--- config.mk ---
export PLATFORM = sky130hd
export DESIGN_NAME = bresenham_line_stepper_core_flat
export DESIGN_NICKNAME = d
export VERILOG_FILES = /design/src/design/bls_pkg.sv /design/src/design/bls_if.sv /design/src/design/bls_in_reg.sv /design/src/design/bls_engine.sv /design/src/design/bls_out_reg.sv /design/src/design/bresenham_line_stepper_core.sv /design/src/flat_wrapper.sv
export SDC_FILE = /design/constraint.sdc
export NUM_CORES = 1
export LEC_CHECK = 0
export BUFFER_PORTS_ARGS = -buffer_cell sky130_fd_sc_hd__buf_2
export CORE_UTILIZATION = 33
export DETAILED_ROUTE_END_ITERATION = 12
export PLACE_DENSITY_LB_ADDON = 0.12
export SETUP_SLACK_MARGIN = 0.1
export SLEW_MARGIN = 0
export SYNTH_ARGS = -nofsm -noshare
export SYNTH_HDL_FRONTEND = slang
export SYNTH_SLANG_ARGS = --single-unit
--- constraint.sdc ---
create_clock -name i_clk -period 8.65 [get_ports i_clk]
set_clock_uncertainty 0.05 [all_clocks]
set_input_delay 0.865 -clock i_clk [delete_from_list [all_inputs] [get_ports i_clk]]
set_output_delay 0.865 -clock i_clk [all_outputs]
set_load 0.01 [all_outputs]
--- src/design/bls_pkg.sv ---
package bls_pkg;

    // Coordinate width inside the datapath; fields on the ports stay 16 bits.
    localparam int COORD_BITS = 16;
    localparam int FIELD_BITS = 16;

    // Opcodes of a command beat
    localparam logic OP_START = 1'b0;
    localparam logic OP_STEP  = 1'b1;

    // Result kinds
    localparam logic [1:0] KIND_PIXEL = 2'd0;
    localparam logic [1:0] KIND_RECT  = 2'd1;
    localparam logic [1:0] KIND_IDLE  = 2'd2;

    typedef logic signed [FIELD_BITS-1:0]   t_field;
    typedef logic signed [COORD_BITS-1:0]   t_coord;
    typedef logic signed [COORD_BITS:0]     t_diff;
    typedef logic [COORD_BITS-1:0]          t_mag;
    typedef logic [COORD_BITS:0]            t_twice;
    typedef logic signed [COORD_BITS+2:0]   t_err;

    typedef struct packed {
        logic                  opcode;
        logic [FIELD_BITS-1:0] pen_color;
        t_field                start_x;
        t_field                start_y;
        t_field                stop_x;
        t_field                stop_y;
    } t_cmd;

    typedef struct packed {
        logic [1:0]            kind;
        t_field                pix_x;
        t_field                pix_y;
        t_field                corner_x;
        t_field                corner_y;
        logic [FIELD_BITS-1:0] out_color;
        logic                  last;
    } t_res;

    // Take the low coordinate bits of a field as two's complement
    function automatic t_coord to_coord(input t_field v);
        to_coord = t_coord'(v[COORD_BITS-1:0]);
    endfunction

    // Sign-extend a coordinate back to the field width
    function automatic t_field to_field(input t_coord c);
        to_field = t_field'(c);
    endfunction

endpackage

--- src/design/bls_if.sv ---
interface bls_cmd_if;
    logic                           valid;
    logic                           ready;
    logic                           opcode;
    logic [bls_pkg::FIELD_BITS-1:0] pen_color;
    bls_pkg::t_field                start_x;
    bls_pkg::t_field                start_y;
    bls_pkg::t_field                stop_x;
    bls_pkg::t_field                stop_y;

    modport source (output valid, opcode, pen_color, start_x, start_y, stop_x, stop_y,
                    input ready);
    modport sink   (input valid, opcode, pen_color, start_x, start_y, stop_x, stop_y,
                    output ready);
endinterface

interface bls_res_if;
    logic                           valid;
    logic                           ready;
    logic [1:0]                     kind;
    bls_pkg::t_field                pix_x;
    bls_pkg::t_field                pix_y;
    bls_pkg::t_field                corner_x;
    bls_pkg::t_field                corner_y;
    logic [bls_pkg::FIELD_BITS-1:0] out_color;
    logic                           last;

    modport source (output valid, kind, pix_x, pix_y, corner_x, corner_y, out_color, last,
                    input ready);
    modport sink   (input valid, kind, pix_x, pix_y, corner_x, corner_y, out_color, last,
                    output ready);
endinterface

--- src/design/bls_in_reg.sv ---
module bls_in_reg (
    input  logic          i_clk,
    input  logic          i_rst_n,
    input  logic          i_valid,
    input  bls_pkg::t_cmd i_cmd,
    input  logic          i_adv,
    output logic          o_ready,
    output logic          o_valid,
    output bls_pkg::t_cmd o_cmd
);

    logic          r_valid;
    bls_pkg::t_cmd r_cmd;

    // Take a new beat when empty or when the held one moves on this cycle
    assign o_ready = !r_valid || i_adv;

    always_ff @(posedge i_clk) begin
        if (!i_rst_n) begin
            r_valid <= 1'b0;
        end else if (o_ready) begin
            r_valid <= i_valid;
        end
    end

    always_ff @(posedge i_clk) begin
        if (o_ready && i_valid) begin
            r_cmd <= i_cmd;
        end
    end

    assign o_valid = r_valid;
    assign o_cmd   = r_cmd;

endmodule

--- src/design/bls_engine.sv ---
module bls_engine (
    input  logic          i_clk,
    input  logic          i_rst_n,
    input  logic          i_fire,
    input  bls_pkg::t_cmd i_cmd,
    output bls_pkg::t_res o_res
);

    localparam bls_pkg::t_coord ONE = bls_pkg::t_coord'(1);

    // Line state
    bls_pkg::t_coord  r_cur_x, r_cur_y, r_end_x, r_end_y;
    logic             r_dir_x_neg, r_dir_y_neg, r_x_major, r_busy;
    bls_pkg::t_twice  r_tdx, r_tdy;
    bls_pkg::t_err    r_err;
    logic [bls_pkg::FIELD_BITS-1:0] r_color;

    bls_pkg::t_coord  n_cur_x, n_cur_y, n_end_x, n_end_y;
    logic             n_dir_x_neg, n_dir_y_neg, n_x_major, n_busy;
    bls_pkg::t_twice  n_tdx, n_tdy;
    bls_pkg::t_err    n_err;
    logic [bls_pkg::FIELD_BITS-1:0] n_color;

    bls_pkg::t_coord  x0, y0, x1, y1;
    bls_pkg::t_diff   dx_s, dy_s, dx_a, dy_a;
    bls_pkg::t_mag    dx_m, dy_m;
    bls_pkg::t_twice  tdx, tdy, gain, loss;
    logic             xm, minor_step, done;
    bls_pkg::t_coord  step_x, step_y, nx, ny;
    bls_pkg::t_err    err_step;

    always_comb begin
        // setup terms for a start beat
        x0   = bls_pkg::to_coord(i_cmd.start_x);
        y0   = bls_pkg::to_coord(i_cmd.start_y);
        x1   = bls_pkg::to_coord(i_cmd.stop_x);
        y1   = bls_pkg::to_coord(i_cmd.stop_y);
        dx_s = bls_pkg::t_diff'(x1) - bls_pkg::t_diff'(x0);
        dy_s = bls_pkg::t_diff'(y1) - bls_pkg::t_diff'(y0);
        dx_a = dx_s[bls_pkg::COORD_BITS] ? -dx_s : dx_s;
        dy_a = dy_s[bls_pkg::COORD_BITS] ? -dy_s : dy_s;
        dx_m = dx_a[bls_pkg::COORD_BITS-1:0];
        dy_m = dy_a[bls_pkg::COORD_BITS-1:0];
        tdx  = {dx_m, 1'b0};
        tdy  = {dy_m, 1'b0};
        xm   = tdx > tdy;

        // one Bresenham step on the held line
        step_x     = r_dir_x_neg ? -ONE : ONE;
        step_y     = r_dir_y_neg ? -ONE : ONE;
        minor_step = !r_err[bls_pkg::COORD_BITS+2];
        gain       = r_x_major ? r_tdy : r_tdx;
        loss       = r_x_major ? r_tdx : r_tdy;
        err_step   = r_err + bls_pkg::t_err'({2'b00, gain})
                     - (minor_step ? bls_pkg::t_err'({2'b00, loss}) : '0);
        nx         = (r_x_major || minor_step) ? r_cur_x + step_x : r_cur_x;
        ny         = (!r_x_major || minor_step) ? r_cur_y + step_y : r_cur_y;
        done       = r_x_major ? (nx == r_end_x) : (ny == r_end_y);

        // hold state by default
        n_cur_x     = r_cur_x;
        n_cur_y     = r_cur_y;
        n_end_x     = r_end_x;
        n_end_y     = r_end_y;
        n_dir_x_neg = r_dir_x_neg;
        n_dir_y_neg = r_dir_y_neg;
        n_x_major   = r_x_major;
        n_busy      = r_busy;
        n_tdx       = r_tdx;
        n_tdy       = r_tdy;
        n_err       = r_err;
        n_color     = r_color;

        o_res = '0;
        case (i_cmd.opcode)
            bls_pkg::OP_START: begin
                if (x0 == x1 || y0 == y1) begin
                    // axis-aligned line: one rectangle, drop any line in progress
                    n_busy         = 1'b0;
                    o_res.kind     = bls_pkg::KIND_RECT;
                    o_res.pix_x    = bls_pkg::to_field(x0);
                    o_res.pix_y    = bls_pkg::to_field(y0);
                    o_res.corner_x = bls_pkg::to_field(x1);
                    o_res.corner_y = bls_pkg::to_field(y1);
                    o_res.last     = 1'b1;
                end else begin
                    n_dir_x_neg = dx_s[bls_pkg::COORD_BITS];
                    n_dir_y_neg = dy_s[bls_pkg::COORD_BITS];
                    n_tdx       = tdx;
                    n_tdy       = tdy;
                    n_x_major   = xm;
                    n_err       = xm
                        ? bls_pkg::t_err'({2'b00, tdy}) - bls_pkg::t_err'({3'b000, dx_m})
                        : bls_pkg::t_err'({2'b00, tdx}) - bls_pkg::t_err'({3'b000, dy_m});
                    n_cur_x     = x0;
                    n_cur_y     = y0;
                    n_end_x     = x1;
                    n_end_y     = y1;
                    n_busy      = 1'b1;
                    o_res.kind  = bls_pkg::KIND_PIXEL;
                    o_res.pix_x = bls_pkg::to_field(x0);
                    o_res.pix_y = bls_pkg::to_field(y0);
                end
                n_color         = i_cmd.pen_color;
                o_res.out_color = i_cmd.pen_color;
            end
            bls_pkg::OP_STEP: begin
                if (!r_busy) begin
                    o_res.kind = bls_pkg::KIND_IDLE;
                end else begin
                    n_cur_x         = nx;
                    n_cur_y         = ny;
                    n_err           = err_step;
                    n_busy          = !done;
                    o_res.kind      = bls_pkg::KIND_PIXEL;
                    o_res.pix_x     = bls_pkg::to_field(nx);
                    o_res.pix_y     = bls_pkg::to_field(ny);
                    o_res.out_color = r_color;
                    o_res.last      = done;
                end
            end
            default: begin
                o_res.kind = bls_pkg::KIND_IDLE;
            end
        endcase
    end

    // Advance the line state once per beat that moves through
    always_ff @(posedge i_clk) begin
        if (!i_rst_n) begin
            r_busy <= 1'b0;
        end else if (i_fire) begin
            r_busy <= n_busy;
        end
    end

    always_ff @(posedge i_clk) begin
        if (i_fire) begin
            r_cur_x     <= n_cur_x;
            r_cur_y     <= n_cur_y;
            r_end_x     <= n_end_x;
            r_end_y     <= n_end_y;
            r_dir_x_neg <= n_dir_x_neg;
            r_dir_y_neg <= n_dir_y_neg;
            r_x_major   <= n_x_major;
            r_tdx       <= n_tdx;
            r_tdy       <= n_tdy;
            r_err       <= n_err;
            r_color     <= n_color;
        end
    end

endmodule

--- src/design/bls_out_reg.sv ---
module bls_out_reg (
    input  logic          i_clk,
    input  logic          i_rst_n,
    input  logic          i_load,
    input  bls_pkg::t_res i_res,
    input  logic          i_take,
    output logic          o_free,
    output logic          o_valid,
    output bls_pkg::t_res o_res
);

    logic          r_valid;
    bls_pkg::t_res r_res;

    // Room for a new result when empty or when the held one is taken now
    assign o_free = !r_valid || i_take;

    always_ff @(posedge i_clk) begin
        if (!i_rst_n) begin
            r_valid <= 1'b0;
        end else if (o_free) begin
            r_valid <= i_load;
        end
    end

    always_ff @(posedge i_clk) begin
        if (i_load) begin
            r_res <= i_res;
        end
    end

    assign o_valid = r_valid;
    assign o_res   = r_res;

endmodule

--- src/design/bresenham_line_stepper_core.sv ---
// Bresenham line stepper: one result beat per command beat.
// 2 register stages: an input register for commands, an output register for results.
// 1 beat per cycle while results are taken; the error and coordinate update sets the pace.
// Reset (i_rst_n low at a clock edge, synchronous): both stages empty, no line in progress.
// A full result register stalls the command side only when it is not taken.
module bresenham_line_stepper_core (
    input  logic       i_clk,
    input  logic       i_rst_n,
    bls_cmd_if.sink    i_cmd,
    bls_res_if.source  o_res
);

    bls_pkg::t_cmd cmd_in, cmd_held;
    bls_pkg::t_res res_next, res_held;
    logic          held_valid, out_free, adv;

    // Gather the command fields
    always_comb begin
        cmd_in.opcode    = i_cmd.opcode;
        cmd_in.pen_color = i_cmd.pen_color;
        cmd_in.start_x   = i_cmd.start_x;
        cmd_in.start_y   = i_cmd.start_y;
        cmd_in.stop_x    = i_cmd.stop_x;
        cmd_in.stop_y    = i_cmd.stop_y;
    end

    // Move a held command on when the result register has room
    assign adv = held_valid && out_free;

    bls_in_reg u_in_reg (
        .i_clk   (i_clk),
        .i_rst_n (i_rst_n),
        .i_valid (i_cmd.valid),
        .i_cmd   (cmd_in),
        .i_adv   (adv),
        .o_ready (i_cmd.ready),
        .o_valid (held_valid),
        .o_cmd   (cmd_held)
    );

    bls_engine u_engine (
        .i_clk   (i_clk),
        .i_rst_n (i_rst_n),
        .i_fire  (adv),
        .i_cmd   (cmd_held),
        .o_res   (res_next)
    );

    bls_out_reg u_out_reg (
        .i_clk   (i_clk),
        .i_rst_n (i_rst_n),
        .i_load  (adv),
        .i_res   (res_next),
        .i_take  (o_res.ready),
        .o_free  (out_free),
        .o_valid (o_res.valid),
        .o_res   (res_held)
    );

    // Drive the result fields
    assign o_res.kind      = res_held.kind;
    assign o_res.pix_x     = res_held.pix_x;
    assign o_res.pix_y     = res_held.pix_y;
    assign o_res.corner_x  = res_held.corner_x;
    assign o_res.corner_y  = res_held.corner_y;
    assign o_res.out_color = res_held.out_color;
    assign o_res.last      = res_held.last;

endmodule

--- src/flat_wrapper.sv ---
// flat-port wrapper written by rule: the top's interface ports become plain ports
module bresenham_line_stepper_core_flat 
  (i_clk, i_rst_n, i_cmd_valid, i_cmd_opcode, i_cmd_pen_color, i_cmd_start_x, i_cmd_start_y, i_cmd_stop_x, i_cmd_stop_y, i_cmd_ready, o_res_valid, o_res_kind, o_res_pix_x, o_res_pix_y, o_res_corner_x, o_res_corner_y, o_res_out_color, o_res_last, o_res_ready);
  bls_cmd_if i_cmd_i ();
  bls_res_if o_res_i ();
  input  logic i_clk;
  input  logic i_rst_n;
  input wire logic [$bits(i_cmd_i.valid)-1:0] i_cmd_valid;
  input wire logic [$bits(i_cmd_i.opcode)-1:0] i_cmd_opcode;
  input wire logic [$bits(i_cmd_i.pen_color)-1:0] i_cmd_pen_color;
  input wire logic [$bits(i_cmd_i.start_x)-1:0] i_cmd_start_x;
  input wire logic [$bits(i_cmd_i.start_y)-1:0] i_cmd_start_y;
  input wire logic [$bits(i_cmd_i.stop_x)-1:0] i_cmd_stop_x;
  input wire logic [$bits(i_cmd_i.stop_y)-1:0] i_cmd_stop_y;
  output wire logic [$bits(i_cmd_i.ready)-1:0] i_cmd_ready;
  output wire logic [$bits(o_res_i.valid)-1:0] o_res_valid;
  output wire logic [$bits(o_res_i.kind)-1:0] o_res_kind;
  output wire logic [$bits(o_res_i.pix_x)-1:0] o_res_pix_x;
  output wire logic [$bits(o_res_i.pix_y)-1:0] o_res_pix_y;
  output wire logic [$bits(o_res_i.corner_x)-1:0] o_res_corner_x;
  output wire logic [$bits(o_res_i.corner_y)-1:0] o_res_corner_y;
  output wire logic [$bits(o_res_i.out_color)-1:0] o_res_out_color;
  output wire logic [$bits(o_res_i.last)-1:0] o_res_last;
  input wire logic [$bits(o_res_i.ready)-1:0] o_res_ready;
  assign i_cmd_i.valid = i_cmd_valid;
  assign i_cmd_i.opcode = i_cmd_opcode;
  assign i_cmd_i.pen_color = i_cmd_pen_color;
  assign i_cmd_i.start_x = i_cmd_start_x;
  assign i_cmd_i.start_y = i_cmd_start_y;
  assign i_cmd_i.stop_x = i_cmd_stop_x;
  assign i_cmd_i.stop_y = i_cmd_stop_y;
  assign i_cmd_ready = i_cmd_i.ready;
  assign o_res_valid = o_res_i.valid;
  assign o_res_kind = o_res_i.kind;
  assign o_res_pix_x = o_res_i.pix_x;
  assign o_res_pix_y = o_res_i.pix_y;
  assign o_res_corner_x = o_res_i.corner_x;
  assign o_res_corner_y = o_res_i.corner_y;
  assign o_res_out_color = o_res_i.out_color;
  assign o_res_last = o_res_i.last;
  assign o_res_i.ready = o_res_ready;
  bresenham_line_stepper_core u_core (.i_clk(i_clk), .i_rst_n(i_rst_n), .i_cmd(i_cmd_i), .o_res(o_res_i));
endmodule
==> results.sh, run 1 <==
export IMPL_dpl_cell_count=2557
export IMPL_final_layout_size_suffix_gt1_frac=0.144
export IMPL_maxSlewHeadroom=0.154
export IMPL_routed_wl_um=48600
export IMPL_ys_seq_elements=300
export IMPL_ys_top_cells_by_area="edfxtp_1 48%, ha_1 7.7%, xnor2_1 5.1%"
export IMPL_setup_tns_ns=0
export IMPL_r2r_cells=23
export IMPL_grt_total_usage=0.171
export IMPL_io_pins=170
export IMPL_top_layer_used="met5"
export IMPL_dr_pass1_iters=5
export IMPL_postCtsSetupBuffers=0
export IMPL_routabilityCongestion=0.826
export IMPL_syn_instance_count=1671
export IMPL_syn2layout_area_growth_pct=15.5
export IMPL_dp_hpwl_um=36300
export IMPL_synth_top_cell_by_area="edfxtp_1"
export IMPL_async_flop_share=0
export IMPL_cts_buffer_depth=3
export IMPL_antenna_found_initial=2
export IMPL_synth_simple_area_share=0.120
export IMPL_yosysSeqAreaShare=0.487
export IMPL_rsz0062_at_grt="no"
export IMPL_hold_viol_final=0
export IMPL_final_nets=2067
export IMPL_fp_dieW_um=238
export IMPL_ys_types=79
export IMPL_layout_setup_ws_ns=1.75
export IMPL_synthFlopType="edfxtp_1"
export IMPL_synth_compound_area_share=0.132
export IMPL_coreArea_um2=55100
export IMPL_clock_sinks=300
export IMPL_grt_pass1_vias=12900
export IMPL_p_leak_nw=8.51
export IMPL_vdd_ir_drop_max_v=0.000145
export IMPL_syn_avg_cell_area_um2=11.0
export IMPL_grt_max_degree=64
export IMPL_grt_pass1_wl_um=74500
export IMPL_setup_violations=0
export IMPL_worstSetupPathType="register to register"
export IMPL_drcViolationCount=0
export IMPL_start_util=0.334
export IMPL_cp_start_kind="register"
export IMPL_final_cell_count_no_fill=2617
export IMPL_ctsHoldBuffers=0
export IMPL_wl_per_cell_um=18.6
export IMPL_p_per_area_nw_per_um2=257
export IMPL_htreeDepth=2
export IMPL_met3_length_um=1940
export IMPL_synthesis_nets=1893
export IMPL_min_period_over_period=0.798
export IMPL_path_clk_slew_ns=0.06
export IMPL_drv_cap=0
export IMPL_fin_crit_ns=6.90
export IMPL_min_path_type="register to register"
export IMPL_fmax_mhz=145
export IMPL_pre_cts_slack_ns=1.76
export IMPL_yosysTopAreaCellShare=0.484
export IMPL_synth_edf_count=297
export IMPL_tightest_slew_ns=1.25
export IMPL_vias=13000
export IMPL_cts_made_buffers=34
export IMPL_via_per_inst=4.98
export IMPL_status="finished clean"
export IMPL_initialDrtViolationCount=708
export IMPL_fp_dieH_um=238
export IMPL_yosys_area_share_xor_xnor=0.0784
export IMPL_netlist_area_um2=18400
export IMPL_crit_required_ns=8.86
export IMPL_io_buffers=169
export IMPL_clk_latency_ns=0.55
export IMPL_report_final_slew_viol_count=0
export IMPL_antenna_left=0
export IMPL_grt_overflow=0
export IMPL_wl_met1_um=23600
export IMPL_critPathArrivalTime_ns=7.12
export IMPL_synthMuxAreaShare=0.0336
export IMPL_cts_repair_resize_count=0
export IMPL_wl_met2_um=22100
export IMPL_hold_depth=0
export IMPL_clock_root_buffer="clkbuf_16"
export IMPL_critical_path_max_fanout=15
export IMPL_antennaDiodeCount=0
export IMPL_rows=86
export IMPL_crit_path_end_kind="register"
export IMPL_yosys_warnings=0
export IMPL_synth_top_family_by_area="compound AO/OA/AOI/OAI gates"
export IMPL_synth_fa_ha_area_frac=0.106
export IMPL_cts_tree="yes"
export IMPL_die_area_um2=56800
## power by group
group	internal, mW	switching [mW]	total, mW
logic	0.912	1.27	2.18
clock network	0.879	0.608	1.49
registers	1.76	0.0471	1.80
## cells in the mapped netlist (7+ instances only)
master	instances
nand2b_1	18
a31oi_1	13
maj3_1	7
edfxtp_1	297
fa_1	23
or3_1	12
a21oi_1	96
and2_1	38
nand2_1	84
a21o_1	26
ha_1	114
and3_1	15
xnor2_1	107
a2111oi_0	7
clkbuf_1	40
o21a_1	17
nor2_1	124
a22o_1	16
nor3_1	30
nor4_1	8
mux2i_1	55
nand3_1	20
inv_1	152
a211oi_1	9
nor2b_1	50
o21bai_1	15
nand4_1	12
o21ai_0	79
xor2_1	52
a21boi_0	7
## sequential cells by signal (all words and copies together), names as in the netlist, 16 cells and up
signal                   flops
u_core.u_engine.r_cur_y     16
u_core.u_engine.r_end_x     16
u_core.u_engine.r_err       18
u_core.u_engine.r_tdx       16
u_core.u_engine.r_color     16
u_core.u_out_reg.o_res      83
u_core.u_engine.r_tdy       16
u_core.u_engine.r_end_y     16
u_core.u_in_reg.o_cmd       81
u_core.u_engine.r_cur_x     16
## worst max-delay path, stage by stage (launching register included)
cell       delay (ns)
edfxtp_1         0.35
inv_1            0.06
ha_1             0.22
fa_1             0.42
nand2b_1         0.20
a211oi_1         0.37
o21ba_2          0.20
o21ai_0          0.11
and2_1           0.34
o21ai_0          0.58
inv_1            0.18
fa_1             0.48
a21o_1           0.19
a21oi_1          0.24
o21ai_0          0.17
o41ai_1          0.51
o21a_1           0.26
nor2b_1          0.07
nor3b_1          0.13
a2111oi_0        0.68
o21ai_0          0.34
mux2i_1          0.22
a31o_2           0.17
a31oi_1          0.07
## layout by cell type (no fill, tap or decap), types with 13 or more instances in the layout
| cell type | n |
|---|---|
| a21o_1 | 26 |
| a21oi_1 | 96 |
| a22o_1 | 16 |
| a31oi_1 | 13 |
| and2_1 | 37 |
| and3_1 | 15 |
| buf_2 | 169 |
| buf_4 | 19 |
| clkbuf_16 | 34 |
| edfxtp_1 | 297 |
| fa_1 | 23 |
| ha_1 | 114 |
| inv_1 | 151 |
| mux2i_1 | 55 |
| nand2_1 | 84 |
| nand2b_1 | 18 |
| nand3_1 | 20 |
| nor2_1 | 122 |
| nor2b_1 | 50 |
| nor3_1 | 29 |
| o21a_1 | 17 |
| o21ai_0 | 79 |
| o21bai_1 | 15 |
| xnor2_1 | 107 |
| xor2_1 | 52 |
## through the flow
stage               instance area, µm²  utilization  hold slack [ns]  total power, mW
global placement                 20200        0.366            0.383             3.99
CTS                              21300        0.386            0.401             5.53
finish                           21300        0.386            0.401             5.47
floorplan                        18400            -            0.376             3.50
global route                     21300        0.386            0.408             5.82
detailed placement               20200        0.366            0.390             4.01
## per-layer routing
layer	vias to the layer above	GRT usage
li1	6413	-
met1	6314	0.241
met2	251	0.268
met3	55	0.0295
met4	4	0.0462
met5	-	0
## logic make-up (layout without fill, tap and decap cells)
| kind of cell | after synthesis | after routing |
|---|---|---|
| AO/OA/AOI/OAI | 363 | 363 |
| XOR/XNOR | 161 | 161 |
| adder cells (fa/ha/maj) | 144 | 144 |
| buffers and inverters | 204 | 402 |
| flip-flops | 300 | 300 |
| multiplexers | 61 | 61 |
| AND/OR/NAND/NOR | 438 | 438 |
## area by class of cell
cell class / count / area, µm²
clock buffers: 41 / 877
clock inverters: 19 / 244
fillers: 5518 / 33800
inverters: 154 / 581
multi-input cells: 1167 / 8670
flip-flops and latches: 300 / 8980
well taps: 748 / 936
repair buffers: 188 / 988
## final timing paths
path | startpoint | endpoint | slack (ns)
min reg2reg | u_core.u_in_reg.o_cmd[65] | u_core.u_engine.r_color[1] | 0.40
max reg2reg | u_core.u_in_reg.o_cmd[16] | u_core.u_engine.r_err[16] | 1.75
max | u_core.u_in_reg.o_cmd[16] | u_core.u_engine.r_err[16] | 1.75
min | u_core.u_in_reg.o_cmd[65] | u_core.u_engine.r_color[1] | 0.40
(Power assumes the default switching activity.)
==> run 2: changes to the inputs <==
==> constraint.sdc (replaced) <==
create_clock -name i_clk -period 6.4 [get_ports i_clk]
set_clock_uncertainty 0.05 [all_clocks]
set_input_delay 0.64 -clock i_clk [delete_from_list [all_inputs] [get_ports i_clk]]
set_output_delay 0.64 -clock i_clk [all_outputs]
set_load 0.01 [all_outputs]
==> results.sh, run 2 (synthesis gave the netlist of run 1 again) <==
export IMPL_r2r_cells=20
export IMPL_setup_tns_ns=0
export IMPL_clk_latency_ns=0.56
export IMPL_grt_total_usage=0.169
export IMPL_die_area_um2=56800
export IMPL_critPathArrivalTime_ns=6.18
export IMPL_grt_overflow=0
export IMPL_report_final_slew_viol_count=0
export IMPL_p_int_mw=5.10
export IMPL_p_seq_frac=0.314
export IMPL_path_depth=20
export IMPL_drcViolationCount=0
export IMPL_via_per_inst=4.93
export IMPL_htreeDepth=2
export IMPL_wl_per_cell_um=18.3
export IMPL_grt_max_degree=68
export IMPL_syn2layout_area_growth_pct=18.0
export IMPL_final_cell_count_no_fill=2648
export IMPL_drv_cap=0
export IMPL_dr_pass1_iters=5
export IMPL_crit_path_end_kind="register"
export IMPL_hold_slack_ns=0.202
export IMPL_path_clk_slew_ns=0.06
export IMPL_final_nets=2091
export IMPL_fin_crit_ns=5.97
export IMPL_final_layout_size_suffix_gt1_frac=0.163
export IMPL_grt_pass1_wl_um=74300
export IMPL_fp_dieW_um=238
export IMPL_rows=86
export IMPL_cts_tree="yes"
export IMPL_coreArea_um2=55100
export IMPL_clock_root_buffer="clkbuf_16"
export IMPL_dp_hpwl_um=35900
export IMPL_cp_cell_sequence="inv_1 -> ha_1 -> fa_1 -> nand2b_1 -> a211oi_2 -> o21ai_0 -> a31oi_1 -> xor2_1 -> or2_2 -> o41ai_1 -> xnor2_1 -> inv_1 -> ha_1 -> nand2_1 -> a211o_1 -> or4_1 -> o21ai_2 -> buf_6 -> mux2i_1 -> o21ai_1"
export IMPL_net_switching_power_mw=2.67
export IMPL_placed_area_um2=20300
export IMPL_routabilityCongestion=0.843
export IMPL_crit_buf_inv=3
export IMPL_initialDrtViolationCount=638
export IMPL_status="finished clean"
export IMPL_critical_path_slowest_cell="or4_1"
export IMPL_hold_depth=1
export IMPL_clock_sinks=300
export IMPL_io_buffers=169
export IMPL_cp_start_kind="register"
export IMPL_fmax_mhz=168
export IMPL_grt_pass1_vias=12900
export IMPL_vdd_ir_drop_max_v=0.000169
export IMPL_min_path_type="primary input to register"
export IMPL_tightest_slew_ns=0.928
export IMPL_switching_share=0.344
export IMPL_clockPowerShare=0.295
export IMPL_cts_buffer_depth=3
export IMPL_p_leak_nw=8.72
export IMPL_comb_power_share=0.391
export IMPL_critical_path_top_delay_family="compound AO/OA/AOI/OAI gates"
export IMPL_antenna_found_initial=3
export IMPL_worstSetupPathType="register to register"
export IMPL_cpPeakStageDelay_ns=0.53
export IMPL_rsz0062_at_grt="no"
export IMPL_finalInstanceArea_um2=21700
export IMPL_fp_dieH_um=238
export IMPL_routed_wl_um=48400
export IMPL_dpl_cell_count=2575
export IMPL_min_period_over_period=0.932
export IMPL_maxSlewHeadroom=0.377
export IMPL_mostFrequentLayoutCell="edfxtp_1"
export IMPL_postLayoutCoreUtil=0.394
export IMPL_start_util=0.334
export IMPL_io_pins=170
export IMPL_critical_path_max_fanout=13
export IMPL_vias=13100
export IMPL_largest_reg_flops=83
export IMPL_p_per_area_nw_per_um2=358
export IMPL_cts_made_buffers=37
export IMPL_final_cell_mix="297 x edfxtp_1, 169 x buf_2, 150 x inv_1"
export IMPL_crit_required_ns=6.61
export IMPL_setup_violations=0
export IMPL_antenna_left=0
export IMPL_hold_viol_final=0
run 2: cell count changes in the layout (fill, tap and decap cells not counted), sizes merged:
cell	change
bufinv	+3
diode	+2
clkbuf	+2
clkinvlp	+2
buf	+21
clkinv	+2
inv	-1
run 2: path summary, 6_finish.rpt:
check | from | endpoint | slack, ns
worst max-delay path | u_core.u_in_reg.o_cmd[0] | u_core.u_engine.r_err[2] | 0.43
worst min register to register | u_core.u_in_reg.o_cmd[16] | u_core.u_engine.r_end_x[0] | 0.40
worst min-delay path | i_cmd_stop_y[2] | u_core.u_in_reg.o_cmd[2] | 0.20
worst max register to register | u_core.u_in_reg.o_cmd[0] | u_core.u_engine.r_err[2] | 0.43
run 2: per-layer routing:
metal,up-vias,routed length (µm),share of wire,GRT usage
met3,54,1800,0.037,0.0279
li1,6442,-,-,-
met5,-,13,0.00027,0
met1,6346,24100,0.50,0.242
met2,221,21800,0.45,0.265
met4,2,764,0.016,0.0373
run 2: stage by stage:
stage	setup WS, ns	total power, mW
2_1_floorplan	0.491	4.73
3_3_place_gp	0.0883	5.45
3_5_place_dp	0.0152	5.46
4_1_cts	0.126	7.80
5_1_grt	0.102	8.27
6_report	0.434	7.77
run 2: repair_timing:
item | 4_1_cts | 5_1_grt
setup buffers | 0 | 3
hold buffers | 0 | 0
pin swaps | 0 | 2
endpoints found under the setup margin | 3 | 17
gates resized for setup | 2 | 19
run 2: power by group through the flow:
| stage | clock network (mW) | registers (mW) | logic (mW) |
|---|---|---|---|
| after floorplan | 0 | 2.47 | 2.25 |
| after global routing | 2.41 | 2.46 | 3.40 |
| after global placement | 0 | 2.48 | 2.97 |
| final | 2.29 | 2.44 | 3.04 |
| after CTS | 2.35 | 2.44 | 3.00 |
| after detailed placement | 0 | 2.48 | 2.98 |
run 2: cell type report:
class | instances | area, µm²
fill | 5453 | 33400
tap | 748 | 936
clock inverter | 25 | 354
antenna | 2 | 5.00
clock buffer | 43 | 970
multi-input combinational | 1167 | 8760
inverter | 154 | 581
sequential | 300 | 8980
timing repair buffer | 209 | 1150
